<file path="config.mk">
export PLATFORM = sky130hd
export DESIGN_NAME = noisy_or_nor_likelihood_flat
export DESIGN_NICKNAME = d
export VERILOG_FILES = /design/src/design/nonl_pkg.sv /design/src/design/nonl_ifs.sv /design/src/design/nonl_cfg.sv /design/src/design/nonl_ctrl.sv /design/src/design/nonl_dp.sv /design/src/design/noisy_or_nor_likelihood.sv /design/src/flat_wrapper.sv
export SDC_FILE = /design/constraint.sdc
export NUM_CORES = 1
export LEC_CHECK = 0
export BUFFER_PORTS_ARGS = -buffer_cell sky130_fd_sc_hd__buf_2
export CORE_MARGIN = 2
export CORE_UTILIZATION = 55
export CTS_BUF_LIST = sky130_fd_sc_hd__clkbuf_4 sky130_fd_sc_hd__clkbuf_8 sky130_fd_sc_hd__clkbuf_16
export CTS_CLUSTER_SIZE = 28
export DETAILED_ROUTE_END_ITERATION = 8
export PLACE_DENSITY_LB_ADDON = 0.1
export SYNTH_ARGS = -nofsm -noshare
export SYNTH_HDL_FRONTEND = slang
export SYNTH_HIERARCHICAL = 1
export SYNTH_SLANG_ARGS = --single-unit
</file>
<file path="constraint.sdc">
create_clock -name clk -period 8.9 [get_ports clk]
set_input_delay 1.335 -clock clk [delete_from_list [all_inputs] [get_ports clk]]
set_output_delay 1.335 -clock clk [all_outputs]
set_load 0.01 [all_outputs]
</file>
<file path="src/design/nonl_pkg.sv">
// shared types and constants of the noisy or/nor likelihood block
`default_nettype none

package nonl_pkg;

    // register indexes on the configuration port
    localparam int unsigned REG_IDX_W = 3;
    localparam logic [REG_IDX_W-1:0] REG_NOISE_NOT_ONE = 3'd0;
    localparam logic [REG_IDX_W-1:0] REG_NOISE_ONE     = 3'd1;
    localparam logic [REG_IDX_W-1:0] REG_PRIOR_ZERO    = 3'd2;
    localparam logic [REG_IDX_W-1:0] REG_PRIOR_ONE     = 3'd3;
    localparam logic [REG_IDX_W-1:0] REG_PRIOR_TWO     = 3'd4;
    localparam logic [REG_IDX_W-1:0] REG_NODE_STATE    = 3'd5;
    localparam logic [REG_IDX_W-1:0] REG_DATA_IS_ONE   = 3'd6;

    // parent sign codes
    localparam logic [1:0] SIGN_ZERO    = 2'd0;
    localparam logic [1:0] SIGN_IGNORED = 2'd1;
    localparam logic [1:0] SIGN_TWO     = 2'd2;

    // node state codes
    localparam logic [1:0] NODE_ZERO = 2'd0;
    localparam logic [1:0] NODE_ONE  = 2'd1;
    localparam logic [1:0] NODE_TWO  = 2'd2;
    localparam logic [1:0] NODE_BAD  = 2'd3;

    // controller states
    typedef enum logic [2:0] {
        ST_IDLE,
        ST_PROD,
        ST_ACC,
        ST_FIN_M1,
        ST_FIN_M2,
        ST_FIN_M3,
        ST_EMIT
    } ctrl_state_t;

    // operation of the shared multiplier
    typedef enum logic [2:0] {
        OP_ZC,
        OP_P,
        OP_ACC,
        OP_M1,
        OP_M2,
        OP_M3
    } mul_op_t;

    // controller to datapath
    typedef struct packed {
        logic    accept;
        mul_op_t op;
        logic    emit;
    } dp_cmd_t;

    // datapath to controller
    typedef struct packed {
        logic need_prod;
        logic last_now;
        logic last_held;
        logic bad_state;
        logic state_two;
        logic out_free;
    } dp_status_t;

endpackage

`default_nettype wire

</file>
<file path="src/design/nonl_ifs.sv">
// valid/ready channel interfaces for parent items and likelihood results
`default_nettype none

interface nonl_in_if #(
    parameter int FRAC_BITS = 16
);
    localparam int Q_W = FRAC_BITS + 1;

    logic           valid;
    logic           ready;
    logic [Q_W-1:0] parent_act_prob;
    logic           parent_present;
    logic [1:0]     parent_sign;
    logic           last_parent;

    modport source (output valid, parent_act_prob, parent_present, parent_sign, last_parent,
                    input ready);
    modport sink   (input valid, parent_act_prob, parent_present, parent_sign, last_parent,
                    output ready);
endinterface

interface nonl_out_if #(
    parameter int FRAC_BITS = 16
);
    localparam int Q_W = FRAC_BITS + 1;

    logic           valid;
    logic           ready;
    logic [Q_W-1:0] likelihood;
    logic           state_error;

    modport source (output valid, likelihood, state_error, input ready);
    modport sink   (input valid, likelihood, state_error, output ready);
endinterface

`default_nettype wire

</file>
<file path="src/design/nonl_cfg.sv">
// configuration register file behind the apb-style port
`default_nettype none

module nonl_cfg #(
    parameter int FRAC_BITS = 16
) (
    input  wire logic clk,
    input  wire logic rst_n,
    input  wire logic psel,
    input  wire logic penable,
    input  wire logic pwrite,
    input  wire logic [((FRAC_BITS + 1 > 32) ? 3 : 2) + nonl_pkg::REG_IDX_W - 1:0] paddr,
    input  wire logic [((FRAC_BITS + 1 > 32) ? 64 : 32) - 1:0] pwdata,
    output logic pready,
    output logic [((FRAC_BITS + 1 > 32) ? 64 : 32) - 1:0] prdata,
    output logic [FRAC_BITS:0] noise_not_one,
    output logic [FRAC_BITS:0] noise_one,
    output logic [FRAC_BITS:0] prior_zero,
    output logic [FRAC_BITS:0] prior_one,
    output logic [FRAC_BITS:0] prior_two,
    output logic [1:0] node_state,
    output logic data_is_one
);
    import nonl_pkg::*;

    localparam int Q_W      = FRAC_BITS + 1;
    localparam int DATA_W   = (Q_W > 32) ? 64 : 32;
    localparam int STRIDE_W = (Q_W > 32) ? 3 : 2;
    localparam int ADDR_W   = STRIDE_W + REG_IDX_W;
    localparam logic [Q_W-1:0] ONE_Q = {1'b1, {FRAC_BITS{1'b0}}};

    logic [Q_W-1:0]       noise_not_one_reg, noise_one_reg;
    logic [Q_W-1:0]       prior_zero_reg, prior_one_reg, prior_two_reg;
    logic [1:0]           node_state_reg;
    logic                 data_is_one_reg;
    logic [REG_IDX_W-1:0] idx;
    logic [Q_W-1:0]       wq;
    logic                 wr;

    // decode and clamp the written value to one
    assign idx = paddr[ADDR_W-1:STRIDE_W];
    assign wr  = psel && penable && pwrite;
    assign wq  = (pwdata[Q_W-1:0] > ONE_Q) ? ONE_Q : pwdata[Q_W-1:0];
    assign pready = 1'b1;

    // register writes
    always_ff @(posedge clk or negedge rst_n)
    begin
        if (!rst_n)
        begin
            noise_not_one_reg <= '0;
            noise_one_reg     <= '0;
            prior_zero_reg    <= '0;
            prior_one_reg     <= '0;
            prior_two_reg     <= '0;
            node_state_reg    <= NODE_ZERO;
            data_is_one_reg   <= 1'b0;
        end
        else if (wr)
        begin
            case (idx)
                REG_NOISE_NOT_ONE: noise_not_one_reg <= wq;
                REG_NOISE_ONE:     noise_one_reg     <= wq;
                REG_PRIOR_ZERO:    prior_zero_reg    <= wq;
                REG_PRIOR_ONE:     prior_one_reg     <= wq;
                REG_PRIOR_TWO:     prior_two_reg     <= wq;
                REG_NODE_STATE:    node_state_reg    <= pwdata[1:0];
                REG_DATA_IS_ONE:   data_is_one_reg   <= pwdata[0];
                default:           ;
            endcase
        end
    end

    // read mux
    always_comb
    begin
        prdata = '0;
        case (idx)
            REG_NOISE_NOT_ONE: prdata = DATA_W'(noise_not_one_reg);
            REG_NOISE_ONE:     prdata = DATA_W'(noise_one_reg);
            REG_PRIOR_ZERO:    prdata = DATA_W'(prior_zero_reg);
            REG_PRIOR_ONE:     prdata = DATA_W'(prior_one_reg);
            REG_PRIOR_TWO:     prdata = DATA_W'(prior_two_reg);
            REG_NODE_STATE:    prdata = DATA_W'(node_state_reg);
            REG_DATA_IS_ONE:   prdata = DATA_W'(data_is_one_reg);
            default:           prdata = '0;
        endcase
    end

    assign noise_not_one = noise_not_one_reg;
    assign noise_one     = noise_one_reg;
    assign prior_zero    = prior_zero_reg;
    assign prior_one     = prior_one_reg;
    assign prior_two     = prior_two_reg;
    assign node_state    = node_state_reg;
    assign data_is_one   = data_is_one_reg;

endmodule

`default_nettype wire

</file>
<file path="src/design/nonl_ctrl.sv">
// controller state machine sequencing the shared multiplier
`default_nettype none

module nonl_ctrl (
    input  wire logic                 clk,
    input  wire logic                 rst_n,
    input  wire logic                 in_valid,
    output logic                      in_ready,
    input  wire nonl_pkg::dp_status_t status,
    output nonl_pkg::dp_cmd_t         cmd
);
    import nonl_pkg::*;

    ctrl_state_t state_reg, state_next;
    ctrl_state_t fin_start;

    // state two needs the extra sign-two by main product first
    assign fin_start = status.state_two ? ST_FIN_M1 : ST_FIN_M2;

    // state register
    always_ff @(posedge clk or negedge rst_n)
    begin
        if (!rst_n)
        begin
            state_reg <= ST_IDLE;
        end
        else
        begin
            state_reg <= state_next;
        end
    end

    // next state and commands
    always_comb
    begin
        state_next = state_reg;
        in_ready   = 1'b0;
        cmd.accept = 1'b0;
        cmd.op     = OP_ZC;
        cmd.emit   = 1'b0;
        case (state_reg)
            ST_IDLE:
            begin
                in_ready   = 1'b1;
                cmd.accept = in_valid;
                cmd.op     = OP_ZC;
                if (in_valid)
                begin
                    if (status.bad_state)
                    begin
                        state_next = status.last_now ? ST_EMIT : ST_IDLE;
                    end
                    else if (status.need_prod)
                    begin
                        state_next = ST_PROD;
                    end
                    else if (status.last_now)
                    begin
                        state_next = fin_start;
                    end
                end
            end
            ST_PROD:
            begin
                cmd.op     = OP_P;
                state_next = ST_ACC;
            end
            ST_ACC:
            begin
                cmd.op     = OP_ACC;
                state_next = status.last_held ? fin_start : ST_IDLE;
            end
            ST_FIN_M1:
            begin
                cmd.op     = OP_M1;
                state_next = ST_FIN_M2;
            end
            ST_FIN_M2:
            begin
                cmd.op     = OP_M2;
                state_next = ST_FIN_M3;
            end
            ST_FIN_M3:
            begin
                cmd.op     = OP_M3;
                state_next = ST_EMIT;
            end
            ST_EMIT:
            begin
                cmd.emit = status.out_free;
                if (status.out_free)
                begin
                    state_next = ST_IDLE;
                end
            end
            default:
            begin
                state_next = ST_IDLE;
            end
        endcase
    end

endmodule

`default_nettype wire

</file>
<file path="src/design/nonl_dp.sv">
// datapath: running products, shared multiplier and output register
`default_nettype none

module nonl_dp #(
    parameter int FRAC_BITS = 16
) (
    input  wire logic                 clk,
    input  wire logic                 rst_n,
    input  wire nonl_pkg::dp_cmd_t    cmd,
    output nonl_pkg::dp_status_t      status,
    input  wire logic [FRAC_BITS:0]   parent_act_prob,
    input  wire logic                 parent_present,
    input  wire logic [1:0]           parent_sign,
    input  wire logic                 last_parent,
    input  wire logic [FRAC_BITS:0]   noise_not_one,
    input  wire logic [FRAC_BITS:0]   noise_one,
    input  wire logic [FRAC_BITS:0]   prior_zero,
    input  wire logic [FRAC_BITS:0]   prior_one,
    input  wire logic [FRAC_BITS:0]   prior_two,
    input  wire logic [1:0]           node_state,
    input  wire logic                 data_is_one,
    input  wire logic                 out_ready,
    output logic                      out_valid,
    output logic [FRAC_BITS:0]        likelihood,
    output logic                      state_error
);
    import nonl_pkg::*;

    localparam int Q_W = FRAC_BITS + 1;
    localparam logic [Q_W-1:0] ONE_Q = {1'b1, {FRAC_BITS{1'b0}}};

    logic [Q_W-1:0]   zc_reg, main_reg, two_reg;
    logic [Q_W-1:0]   p_reg, tmp_reg, t_reg;
    logic             last_reg, to_two_reg;
    logic             out_valid_reg, err_reg;
    logic [Q_W-1:0]   lik_reg;
    logic [Q_W-1:0]   z, t_sat, acc_src, m2_a, prior_sel;
    logic [Q_W-1:0]   mul_a, mul_b, mul_q, lik_sum;
    logic [2*Q_W-1:0] mul_full;
    logic [Q_W:0]     sum_wide;
    logic             bad, counted, out_free;

    // per-parent decisions from the live input
    assign z       = data_is_one ? noise_one : noise_not_one;
    assign t_sat   = (parent_act_prob > ONE_Q) ? ONE_Q : parent_act_prob;
    assign bad     = (node_state == NODE_BAD);
    assign counted = (parent_sign != SIGN_IGNORED);
    assign out_free = !out_valid_reg || out_ready;

    assign status.need_prod = counted && parent_present
                              && ((node_state != NODE_ZERO) || (parent_sign == SIGN_ZERO));
    assign status.last_now  = last_parent;
    assign status.last_held = last_reg;
    assign status.bad_state = bad;
    assign status.state_two = (node_state == NODE_TWO);
    assign status.out_free  = out_free;

    // operand selection for the shared multiplier
    assign acc_src = to_two_reg ? two_reg : main_reg;

    always_comb
    begin
        case (node_state)
            NODE_ZERO: m2_a = ONE_Q - main_reg;
            NODE_ONE:  m2_a = main_reg;
            default:   m2_a = main_reg - p_reg;
        endcase
        case (node_state)
            NODE_ZERO: prior_sel = prior_zero;
            NODE_ONE:  prior_sel = prior_one;
            default:   prior_sel = prior_two;
        endcase
    end

    always_comb
    begin
        case (cmd.op)
            OP_ZC:
            begin
                mul_a = zc_reg;
                mul_b = ONE_Q - z;
            end
            OP_P:
            begin
                mul_a = ONE_Q - t_reg;
                mul_b = z;
            end
            OP_ACC:
            begin
                mul_a = acc_src;
                mul_b = p_reg;
            end
            OP_M1:
            begin
                mul_a = two_reg;
                mul_b = main_reg;
            end
            OP_M2:
            begin
                mul_a = m2_a;
                mul_b = ONE_Q - zc_reg;
            end
            OP_M3:
            begin
                mul_a = zc_reg;
                mul_b = prior_sel;
            end
            default:
            begin
                mul_a = '0;
                mul_b = '0;
            end
        endcase
    end

    // truncating fixed-point product
    assign mul_full = mul_a * mul_b;
    assign mul_q    = mul_full[FRAC_BITS +: Q_W];

    // final sum, saturated at one
    assign sum_wide = {1'b0, p_reg} + {1'b0, tmp_reg};
    assign lik_sum  = (sum_wide > {1'b0, ONE_Q}) ? ONE_Q : sum_wide[Q_W-1:0];

    // running products and output valid
    always_ff @(posedge clk or negedge rst_n)
    begin
        if (!rst_n)
        begin
            zc_reg        <= ONE_Q;
            main_reg      <= ONE_Q;
            two_reg       <= ONE_Q;
            out_valid_reg <= 1'b0;
        end
        else
        begin
            if (cmd.emit)
            begin
                zc_reg   <= ONE_Q;
                main_reg <= ONE_Q;
                two_reg  <= ONE_Q;
            end
            else if (cmd.accept && !bad && counted)
            begin
                zc_reg <= mul_q;
            end
            else if (cmd.op == OP_ACC)
            begin
                if (to_two_reg)
                begin
                    two_reg <= mul_q;
                end
                else
                begin
                    main_reg <= mul_q;
                end
            end

            if (cmd.emit)
            begin
                out_valid_reg <= 1'b1;
            end
            else if (out_ready)
            begin
                out_valid_reg <= 1'b0;
            end
        end
    end

    // captured inputs, temporaries and result payload
    always_ff @(posedge clk)
    begin
        if (cmd.accept)
        begin
            t_reg      <= t_sat;
            last_reg   <= last_parent;
            to_two_reg <= (node_state == NODE_TWO) && (parent_sign == SIGN_TWO);
        end
        if (cmd.op == OP_P || cmd.op == OP_M1 || cmd.op == OP_M2)
        begin
            p_reg <= mul_q;
        end
        if (cmd.op == OP_M3)
        begin
            tmp_reg <= mul_q;
        end
        if (cmd.emit)
        begin
            lik_reg <= bad ? '0 : lik_sum;
            err_reg <= bad;
        end
    end

    assign out_valid   = out_valid_reg;
    assign likelihood  = lik_reg;
    assign state_error = err_reg;

endmodule

`default_nettype wire

</file>
<file path="src/design/noisy_or_nor_likelihood.sv">
// top level of the noisy or/nor likelihood block
//
//  channel   direction  handshake          payload
//  parent    in         valid/ready        parent_act_prob, parent_present, parent_sign,
//                                          last_parent
//  result    out        valid/ready        likelihood, state_error
//  apb       in         psel/penable       paddr, pwdata, prdata (pready tied high)
//
// a parent that enters a product passes accept with noise update, term and accumulate;
// any other parent is done at accept, all on the one shared multiplier
// the last parent adds multiplies m2 and m3 (m1 too in state two, none if invalid), then emit
// reset sets the products to one and the registers to zero; no clearing pass
// a waiting result sits in the output register; the next node's parents are taken
// meanwhile and only its own final output cycle waits for the slot
`default_nettype none

module noisy_or_nor_likelihood #(
    parameter int FRAC_BITS = 16
) (
    input  wire logic clk,
    input  wire logic rst_n,
    nonl_in_if.sink   parent,
    nonl_out_if.source result,
    input  wire logic psel,
    input  wire logic penable,
    input  wire logic pwrite,
    input  wire logic [((FRAC_BITS + 1 > 32) ? 3 : 2) + nonl_pkg::REG_IDX_W - 1:0] paddr,
    input  wire logic [((FRAC_BITS + 1 > 32) ? 64 : 32) - 1:0] pwdata,
    output logic pready,
    output logic [((FRAC_BITS + 1 > 32) ? 64 : 32) - 1:0] prdata
);
    import nonl_pkg::*;

    logic [FRAC_BITS:0] noise_not_one, noise_one;
    logic [FRAC_BITS:0] prior_zero, prior_one, prior_two;
    logic [1:0]         node_state;
    logic               data_is_one;
    dp_cmd_t            cmd;
    dp_status_t         status;

    // configuration registers
    nonl_cfg #(.FRAC_BITS(FRAC_BITS)) u_cfg (
        .clk           (clk),
        .rst_n         (rst_n),
        .psel          (psel),
        .penable       (penable),
        .pwrite        (pwrite),
        .paddr         (paddr),
        .pwdata        (pwdata),
        .pready        (pready),
        .prdata        (prdata),
        .noise_not_one (noise_not_one),
        .noise_one     (noise_one),
        .prior_zero    (prior_zero),
        .prior_one     (prior_one),
        .prior_two     (prior_two),
        .node_state    (node_state),
        .data_is_one   (data_is_one)
    );

    // sequencing
    nonl_ctrl u_ctrl (
        .clk      (clk),
        .rst_n    (rst_n),
        .in_valid (parent.valid),
        .in_ready (parent.ready),
        .status   (status),
        .cmd      (cmd)
    );

    // arithmetic
    nonl_dp #(.FRAC_BITS(FRAC_BITS)) u_dp (
        .clk             (clk),
        .rst_n           (rst_n),
        .cmd             (cmd),
        .status          (status),
        .parent_act_prob (parent.parent_act_prob),
        .parent_present  (parent.parent_present),
        .parent_sign     (parent.parent_sign),
        .last_parent     (parent.last_parent),
        .noise_not_one   (noise_not_one),
        .noise_one       (noise_one),
        .prior_zero      (prior_zero),
        .prior_one       (prior_one),
        .prior_two       (prior_two),
        .node_state      (node_state),
        .data_is_one     (data_is_one),
        .out_ready       (result.ready),
        .out_valid       (result.valid),
        .likelihood      (result.likelihood),
        .state_error     (result.state_error)
    );

endmodule

`default_nettype wire

</file>
<file path="src/flat_wrapper.sv">
// flat-port wrapper written by rule: the top's interface ports become plain ports
module noisy_or_nor_likelihood_flat import nonl_pkg::*;
#(
    parameter int FRAC_BITS = 16
)
  (clk, rst_n, psel, penable, pwrite, paddr, pwdata, pready, prdata, parent_valid, parent_parent_act_prob, parent_parent_present, parent_parent_sign, parent_last_parent, parent_ready, result_valid, result_likelihood, result_state_error, result_ready);
  nonl_in_if #(.FRAC_BITS(FRAC_BITS)) parent_i ();
  nonl_out_if #(.FRAC_BITS(FRAC_BITS)) result_i ();
  input  wire logic clk;
  input  wire logic rst_n;
  input  wire logic psel;
  input  wire logic penable;
  input  wire logic pwrite;
  input  wire logic [((FRAC_BITS + 1 > 32) ? 3 : 2) + nonl_pkg::REG_IDX_W - 1:0] paddr;
  input  wire logic [((FRAC_BITS + 1 > 32) ? 64 : 32) - 1:0] pwdata;
  output logic pready;
  output logic [((FRAC_BITS + 1 > 32) ? 64 : 32) - 1:0] prdata;
  input wire logic [$bits(parent_i.valid)-1:0] parent_valid;
  input wire logic [$bits(parent_i.parent_act_prob)-1:0] parent_parent_act_prob;
  input wire logic [$bits(parent_i.parent_present)-1:0] parent_parent_present;
  input wire logic [$bits(parent_i.parent_sign)-1:0] parent_parent_sign;
  input wire logic [$bits(parent_i.last_parent)-1:0] parent_last_parent;
  output wire logic [$bits(parent_i.ready)-1:0] parent_ready;
  output wire logic [$bits(result_i.valid)-1:0] result_valid;
  output wire logic [$bits(result_i.likelihood)-1:0] result_likelihood;
  output wire logic [$bits(result_i.state_error)-1:0] result_state_error;
  input wire logic [$bits(result_i.ready)-1:0] result_ready;
  assign parent_i.valid = parent_valid;
  assign parent_i.parent_act_prob = parent_parent_act_prob;
  assign parent_i.parent_present = parent_parent_present;
  assign parent_i.parent_sign = parent_parent_sign;
  assign parent_i.last_parent = parent_last_parent;
  assign parent_ready = parent_i.ready;
  assign result_valid = result_i.valid;
  assign result_likelihood = result_i.likelihood;
  assign result_state_error = result_i.state_error;
  assign result_i.ready = result_ready;
  noisy_or_nor_likelihood #(.FRAC_BITS(FRAC_BITS)) u_core (.clk(clk), .rst_n(rst_n), .parent(parent_i), .result(result_i), .psel(psel), .penable(penable), .pwrite(pwrite), .paddr(paddr), .pwdata(pwdata), .pready(pready), .prdata(prdata));
endmodule
</file>
# Word level (Yosys, flattened, before mapping)
# Cells that the tools add are included.
dict set report classes {
  addsub 6
  n_mul 1
  n_lt_le_gt_ge 3
  eq_ne 27
  mux 34
  reduce_logical 35
}
# cell count
set ops {}
lappend ops {{17-bit 2-to-1 mux} 14}
lappend ops {{17-bit one-hot mux with 7 select lines} 1}
lappend ops {{17-bit one-hot mux with 6 select lines} 1}
lappend ops {{17-bit one-hot mux with 5 select lines} 1}
lappend ops {{17-bit one-hot mux with 2 select lines} 2}
lappend ops {{17-bit subtractor (first input constant)} 4}
lappend ops {{17-bit greater-than comparator (second input constant)} 2}
lappend ops {{17-bit by 17-bit multiplier with 33-bit output} 1}
lappend ops {{3-bit == test (second input constant)} 8}
lappend ops {{3-bit 2-to-1 mux} 8}
lappend ops {{3-bit one-hot mux with 7 select lines} 1}
lappend ops {{17-bit by 17-bit adder with 18-bit output} 1}
lappend ops {{3-bit by 2-bit == test with 1-bit output (second input constant)} 6}
lappend ops {{18-bit by 17-bit greater-than comparator with 1-bit output (second input constant)} 1}
lappend ops {{17-bit subtractor} 1}
lappend ops {{3-bit one-hot mux with 5 select lines} 1}
lappend ops {{2-bit AND reduction} 7}
lappend ops {{2-bit nonzero test} 5}
lappend ops {{3-bit by 1-bit == test with 1-bit output (second input constant)} 3}
lappend ops {{3-bit logical NOT} 3}
lappend ops {{3-bit AND reduction} 3}
lappend ops {{1-bit logical AND} 7}
lappend ops {{2-bit == test (second input constant)} 3}
lappend ops {{2-bit by 1-bit inequality test with 1-bit output (second input constant)} 3}
lappend ops {{8 further kinds} 19}
dict set report totals {
  regBits 214
  inputBits 65
}

# Logic depth before layout (Yosys ltp)
# Gate-level depths: netlist (run 1).
dict set report logic_depth {
  depth_word 10
  mapped_depth 35
  ltp_nobuf 32
}

# Cells and area by module
# The synthesis (run 1) kept the hierarchy.
# mod n_inst cells_each area_per_inst_um2 seq_area_each_um2
set by_module_without_submodules {}
lappend by_module_without_submodules {nonl_dp 1 2164 18407.7 3437.0}
lappend by_module_without_submodules {nonl_cfg 1 515 4994.8 2202.1}
lappend by_module_without_submodules {nonl_ctrl 1 32 267.8 75.1}

# Worst setup path before layout (run 1)
# OpenSTA, ideal clock, no wires.
dict set report synth_path {
  path_type {reg-to-reg}
  start {reg u_core.u_cfg.data_is_one_reg (netlist: u_core/u_cfg/data_is_one)}
  end {reg u_core.u_dp.two_reg[16]}
  setup_time_ns 0.082
  arrival_ns 8.428
  t_required_ns 8.818
  setup_slack_ns 0.391
  path_stages_with_launch 31
  n_path_buf 3
  period_less_slack_ns 8.509
  cell_sequence {dfrtp_1 buf_2 clkbuf_1 mux2_2 mux2i_1 ha_1 nor4b_1 a41oi_1 nor3_1 xor2_1 a221o_1 clkbuf_1 nand2_1 fa_1 inv_1 fa_1 fa_1 fa_1 fa_1 inv_1 fa_1 inv_1 ha_1 and4_1 nand3_1 or3_1 o2111ai_1 nand3_1 o21ai_0 xnor3_1 o211ai_1}
}
dict set report synth_via {
  elab_chain_len 8
}
# item line_no
set synth_lines {}
lappend synth_lines {{start, declared} nonl_cfg.sv:35} ;# logic data_is_one_reg;
lappend synth_lines {{start signal, assigned} nonl_cfg.sv:68} ;# REG_DATA_IS_ONE: data_is_one_reg <= pwdata[0];
lappend synth_lines {{17-bit 2-to-1 mux (*)} nonl_dp.sv:44} ;# assign z = data_is_one ? noise_one : noise_not_one;
lappend synth_lines {{17-bit subtractor} nonl_dp.sv:81} ;# mul_b = ONE_Q - z;
lappend synth_lines {{17-bit one-hot mux with 6 select lines (*)} nonl_dp.sv:77} ;# case (cmd.op)
lappend synth_lines {{17-bit by 17-bit multiplier with 33-bit output (*)} nonl_dp.sv:117} ;# assign mul_full = mul_a * mul_b;
lappend synth_lines {{17-bit 2-to-1 mux (*)} nonl_dp.sv:148} ;# if (to_two_reg)
lappend synth_lines {{17-bit 2-to-1 mux (*)} nonl_dp.sv:146} ;# else if (cmd.op == OP_ACC)
lappend synth_lines {{17-bit 2-to-1 mux (*)} nonl_dp.sv:142} ;# else if (cmd.accept && !bad && counted)
lappend synth_lines {{17-bit 2-to-1 mux (*)} nonl_dp.sv:136} ;# if (cmd.emit)
lappend synth_lines {{end signal, assigned} nonl_dp.sv:150} ;# two_reg <= mul_q;
lappend synth_lines {{end, declared} nonl_dp.sv:32} ;# logic [Q_W-1:0] zc_reg, main_reg, two_reg;
# Mark *: on every way between the ends. The rest lies on a longest branch, timed or not. The select of a mux whose other input is x is not followed.
# A chain may end at the register's enable or synchronous reset.

==> results.yml, run 1 <==
synthesis:
  async_flop_share: 0.668
  yosys_warnings: 6
  ys_ff_latch: 214
  synth_edf_count: 71
  avgSynthCellArea_sq_um: 8.73
  synth_ff_type: "dfrtp_1"
  syn-instance-count: 2711
  netlist_area_sq_um: 23700
  synth_cell_types: 97
  synth-seq-area-share: 0.241
critical_path:
  cpPeakStageDelay_ns: 0.58
  worst_setup_path_start_kind: "flip-flop"
  slowest_stage: "fa_1"
  worstPathArrival_ns: 9.10
  cp_common_cell: "fa_1"
  path_max_fanout: 24
  worstSetupPathType: "flip-flop to flip-flop"
  crit_path_end_kind: "flip-flop"
  crit_required_ns: 9.31
layout:
  fillCellCount: 3790
  diodes: 0
  drive_gt1_frac: 0.141
  fin_nets: 3262
  area_delta_synth_final_pct: 11.0
global_route:
  grt_pass1_wl_microns: 122000
  grt_max_degree: 83
  grt_pass1_vias: 20700
  grt-ovfl-total: 0
  antenna_found_initial: 2
  grt_usage: 0.359
floorplanning:
  num_rows: 76
  coreArea_sq_um: 42800
  die-area_sq_um: 44700
  start_util: 0.553
  pin_count: 118
  die_height_microns: 211
  die_w_microns: 211
clock_tree:
  htreeDepth: 1
  clk_transition_reported_paths_ns: 0.06
  cts_tree: "done"
  cts_hold_buf: 0
  clockBufferDepth: 3
  root_buffer: "clkbuf_16"
  clk_latency_ns: 0.54
  clkSinkCount: 214
  cts_made_buffers: 23
sta:
  relSlewSlack: 0.250
  setup_viol: 0
  period_share: 0.977
  fmax_ghz: 0.115
  setup_tns_ns: 0
  rsz0062_at_grt: "true"
  hold_viol: 0
  fin_crit_ns: 8.69
  slew_violations: 0
  worstMarginPinSlew_ns: 1.12
  skew_ns: 0.0187
  setup_ws_ns: 0.208
hold_path:
  hp-class: "flip-flop to flip-flop"
placement:
  dp_hpwl_microns: 61100
  place_ws_ns: -0.183
  numPortBuffers: 84
  routabilityCongestion: 1.00
routing:
  totalWireLength_microns: 79600
  wire_per_inst_microns: 23.4
  drcViolationCount: 0
  drtIter0Drc: 2361
  vias: 21400
  vias_per_cell: 6.29
  detail-route-antenna-nets: 0
  firstDrtPassIters: 6
run_status:
  outcome: "finished, final reports clean"
job:
  maxCapViolations: 0
## per-stage QoR
stage	area, sq um	instances	utilization	hold WS [ns]
after global routing	26300	3398	0.614	0.519
after CTS	26100	3390	0.610	0.506
after floorplan	23700	2725	-	0.482
after detailed placement	25400	3349	0.592	0.497
final	26300	3398	0.614	0.510
after global placement	25400	3349	0.592	0.490
## final cells by class
class / count / area (sq um) / share of cell area
multi-input cells: 2005 / 16100 / 0.612
flip-flops and latches: 214 / 5720 / 0.218
repair buffers: 255 / 1790 / 0.0681
well taps: 546 / 683 / 0.0260
clock buffers: 34 / 671 / 0.0255
inverters: 337 / 1270 / 0.0484
clock inverters: 7 / 61.3 / 0.00233
## per-layer routing
layer / global-route usage / up-vias / part of all wire / wire [microns]
met5: 0 / - / 0.00039 / 31
met4: 0.0857 / 4 / 0.027 / 2130
met3: 0.0788 / 171 / 0.11 / 8550
met2: 0.554 / 1105 / 0.45 / 35800
met1: 0.517 / 10600 / 0.42 / 33200
li1: - / 9462 / - / -
## cells in the final DEF (no fill, tap or decap), types with 54 or more instances in the layout
master,netlist,final
nor2_1,167,166
nand3_1,107,107
inv_1,333,332
o21ai_0,142,140
fa_1,223,223
nand2_1,350,350
buf_2,22,83
ha_1,138,137
buf_4,22,164
a22oi_1,93,93
a21oi_1,132,130
and2_1,54,54
dfrtp_1,140,136
edfxtp_1,71,71
## logic make-up (layout without fill, tap and decap cells)
group                      after synthesis  count (layout)  share of synthesized area
and+or+nand+nor                        889             889                      0.179
AOI/OAI and AO/OA                      587             587                      0.167
buffers and inverters                  506             633                     0.0879
adders and majority gates              361             361                      0.262
DFF                                    214             214                      0.241
muxes                                   79              79                     0.0355
xor gates and xnor gates                73              73                     0.0276
other                                    2              16                   0.000317
## repair_timing
action / CTS / global route
setup buffers: 0 / 8
endpoints found under the setup margin: 12 / 71
gates resized for setup: 2 / 30
pin swaps: 0 / 6
## path summary, 6_finish.rpt
check	to	slack (ns)	cells after the start	startpoint
min in group asynchronous	u_core/u_cfg/prior_two[13]	0.86	1	rst_n
max	u_core/u_dp/main_reg[14]	0.21	29	u_core/u_ctrl/state_reg[2]
max in group asynchronous	u_core/u_dp/two_reg[10]	6.68	2	rst_n
min reg2reg	u_core/u_dp/two_reg[16]	0.51	2	u_core/u_dp/two_reg[16]
min	u_core/u_dp/two_reg[16]	0.51	2	u_core/u_dp/two_reg[16]
max reg2reg	u_core/u_dp/main_reg[14]	0.21	29	u_core/u_ctrl/state_reg[2]
## Yosys cell counts (9+ instances only)
master | count | area share
clkbuf_1 | 102 | 0.016
o221ai_1 | 22 | 0.0081
nor4_1 | 18 | 0.0048
xor2_1 | 25 | 0.0093
nand2b_1 | 29 | 0.0077
or3_1 | 16 | 0.0042
a21oi_1 | 132 | 0.028
dfrtp_1 | 140 | 0.15
nor2_1 | 167 | 0.026
a22oi_1 | 93 | 0.029
nand2_1 | 350 | 0.056
nand3_1 | 107 | 0.023
fa_1 | 223 | 0.19
edfxtp_1 | 71 | 0.090
a21o_1 | 16 | 0.0051
nor2b_1 | 41 | 0.011
a31oi_1 | 10 | 0.0026
buf_6 | 9 | 0.0043
inv_1 | 333 | 0.053
mux2i_1 | 54 | 0.023
buf_4 | 22 | 0.0070
o211ai_1 | 19 | 0.0060
a22oi_2 | 14 | 0.0074
a221oi_1 | 13 | 0.0048
buf_1 | 13 | 0.0021
ha_1 | 138 | 0.073
buf_2 | 22 | 0.0047
mux2_2 | 22 | 0.010
o21ai_0 | 142 | 0.030
xnor2_1 | 47 | 0.017
o22ai_1 | 14 | 0.0037
and3_1 | 18 | 0.0048
o21a_1 | 19 | 0.0060
and2_1 | 54 | 0.014
nor3_1 | 27 | 0.0057
a211oi_1 | 18 | 0.0057
## critical path: cells and delay by family, from the launching register on
family	cells	cell delay, ns
mux	1	0.35
compound gates	7	1.92
simple gates	8	1.64
flops	1	0.37
xor+xnor	2	0.48
buf+inv	4	0.72
fa+ha+maj	7	3.08
Power of run 1 is left out: the tool's default activity adds up to more than one toggle a clock period on the data nets, which glitch-free logic cannot reach.
==> run 2, diff against run 1 <==
--- a/config.mk
+++ b/config.mk
@@ -11,7 +11,8 @@
 export CTS_BUF_LIST = sky130_fd_sc_hd__clkbuf_4 sky130_fd_sc_hd__clkbuf_8 sky130_fd_sc_hd__clkbuf_16
 export CTS_CLUSTER_SIZE = 28
 export DETAILED_ROUTE_END_ITERATION = 8
-export PLACE_DENSITY_LB_ADDON = 0.1
+export PLACE_DENSITY = 0.76
+export SLEW_MARGIN = 20
 export SYNTH_ARGS = -nofsm -noshare
 export SYNTH_HDL_FRONTEND = slang
 export SYNTH_HIERARCHICAL = 1
==> run 2 against run 1 <==
Via count up 1.9%. Core utilization rose by 0.35 points. Die area is the same. Sequential share of layout area is 0.12 points lower. Non-clock buffer count increased by 8. Highest routed layer unchanged. Clock skew is 0.0031 ns lower. Cell count up 0.32%. Wire length shrank 1.1%.
==> results.yml, run 2 (synthesis results as in run 1) <==
clock_tree:
  clockBufferDepth: 3
  htreeDepth: 1
  clk_latency_ns: 0.54
  root_buffer: "clkbuf_16"
  clk_transition_reported_paths_ns: 0.07
  cts_made_buffers: 24
  clkSinkCount: 214
  cts_tree: "done"
layout:
  ff_latch_area_sq_um: 5720
  diodes: 0
  drive_gt1_frac: 0.148
  most-common-layout-cells: "nand2_1 (350), inv_1 (333), fa_1 (223)"
  fillCellCount: 3695
  multi_input_area_sq_um: 16100
  fin_nets: 3271
  layout_commonest_cell: "nand2_1"
  area_delta_synth_final_pct: 11.7
floorplanning:
  die_w_microns: 211
  die_height_microns: 211
  num_rows: 76
  start_util: 0.553
  coreArea_sq_um: 42800
  die-area_sq_um: 44700
  pin_count: 118
critical_path:
  worstSetupPathType: "flip-flop to flip-flop"
  cp-startpoint: "u_core/u_ctrl/state_reg[1]"
  timing.rr.start: "u_core/u_ctrl/state_reg[1]"
  path_max_fanout: 4
  crit_path_end_kind: "flip-flop"
  cpPeakStageDelay_ns: 0.74
  crit_required_ns: 9.34
  slowest_stage: "o211ai_1"
  cp_common_cell: "fa_1"
  worstPathArrival_ns: 9.05
  worst_setup_path_start_kind: "flip-flop"
sta:
  skew_ns: 0.0156
  setup_tns_ns: 0
  slew_violations: 0
  setup_viol: 0
  hold_viol: 0
  relSlewSlack: 0.229
  period_share: 0.966
  fmax_ghz: 0.116
  fin_crit_ns: 8.60
  worstMarginPinSlew_ns: 1.16
routing:
  drtIter0Drc: 2557
  vias_per_cell: 6.39
  drcViolationCount: 0
  firstDrtPassIters: 6
  wire_per_inst_microns: 23.1
  detail-route-antenna-nets: 0
  vias: 21800
  totalWireLength_microns: 78800
global_route:
  grt-ovfl-total: 0
  antenna_found_initial: 2
  grt_pass1_wl_microns: 123000
  grt_usage: 0.356
  grt_pass1_vias: 21900
  grt_max_degree: 85
hold_path:
  hp-class: "flip-flop to flip-flop"
  worstHoldStart: "u_core/u_dp/two_reg[16]"
placement:
  numPortBuffers: 84
  dp_hpwl_microns: 59200
  routabilityCongestion: 0.990
run_status:
  outcome: "finished, final reports clean"
job:
  maxCapViolations: 0
==> run 2: changes by cell type in the layout (fill, tap and decap cells not counted), sizes merged <==
cell	change
buf	+8
clkbuf	+4
clkinvlp	-2
inv	+2
clkinv	-1
==> run 2: final timing paths <==
path	endpoint	slack [ns]	cells after the start
min	u_core/u_dp/two_reg[16]	0.51	2
min reg2reg	u_core/u_dp/two_reg[16]	0.51	2
min in group asynchronous	u_core/u_cfg/prior_one[15]	0.86	1
max	u_core/u_dp/main_reg[16]	0.30	29
max in group asynchronous	u_core/u_dp/two_reg[8]	6.70	2
max reg2reg	u_core/u_dp/main_reg[16]	0.30	29
==> run 2: cell type report <==
| cell class | count | share of cell area |
|---|---|---|
| clock buffers | 38 | 0.0290 |
| clock inverters | 6 | 0.00213 |
| inverters | 337 | 0.0479 |
| multi-input cells | 2005 | 0.609 |
| flip-flops and latches | 214 | 0.216 |
| well taps | 546 | 0.0258 |
| repair buffers | 263 | 0.0695 |
==> run 2: layer usage <==
metal  GRT usage  vias up  part of all wire
li1            -     9478                 -
met1       0.479    10700              0.39
met2       0.554     1362              0.45
met3      0.0819      276              0.12
met4       0.156        2             0.050
met5           0        -           0.00017
==> run 2: what timing repair did <==
action | 4_1_cts | 5_1_grt
endpoints found under the setup margin | 11 | 70
gates resized for setup | 2 | 37
buffers inserted | 3 | 5
pin swaps | 2 | 6
hold buffers | 0 | 0
==> run 2: through the flow <==
stage | std cells | worst slack [ns] | hold WS, ns | area [sq um] | util
after floorplan | 2725 | 0.391 | 0.482 | 23700 | -
after global placement | 3357 | 0.0113 | 0.489 | 25400 | 0.594
after detailed placement | 3357 | -0.112 | 0.495 | 25400 | 0.594
after CTS | 3404 | 0.0250 | 0.504 | 26300 | 0.614
after global routing | 3409 | -0.0679 | 0.532 | 26400 | 0.618
final | 3409 | 0.299 | 0.507 | 26400 | 0.618
==> run 2: worst max-delay path, delay by kind of cell, from the launching register on <==
| family | cells | cell delay [ns] |
|---|---|---|
| muxes | 1 | 0.22 |
| xor gates and xnor gates | 1 | 0.39 |
| adders and majority gates | 8 | 3.44 |
| DFF | 1 | 0.42 |
| buffers and inverters | 6 | 0.62 |
| and+or+nand+nor | 8 | 1.79 |
| AOI/OAI and AO/OA | 5 | 1.60 |
Power of run 2 is left out for the same reason.
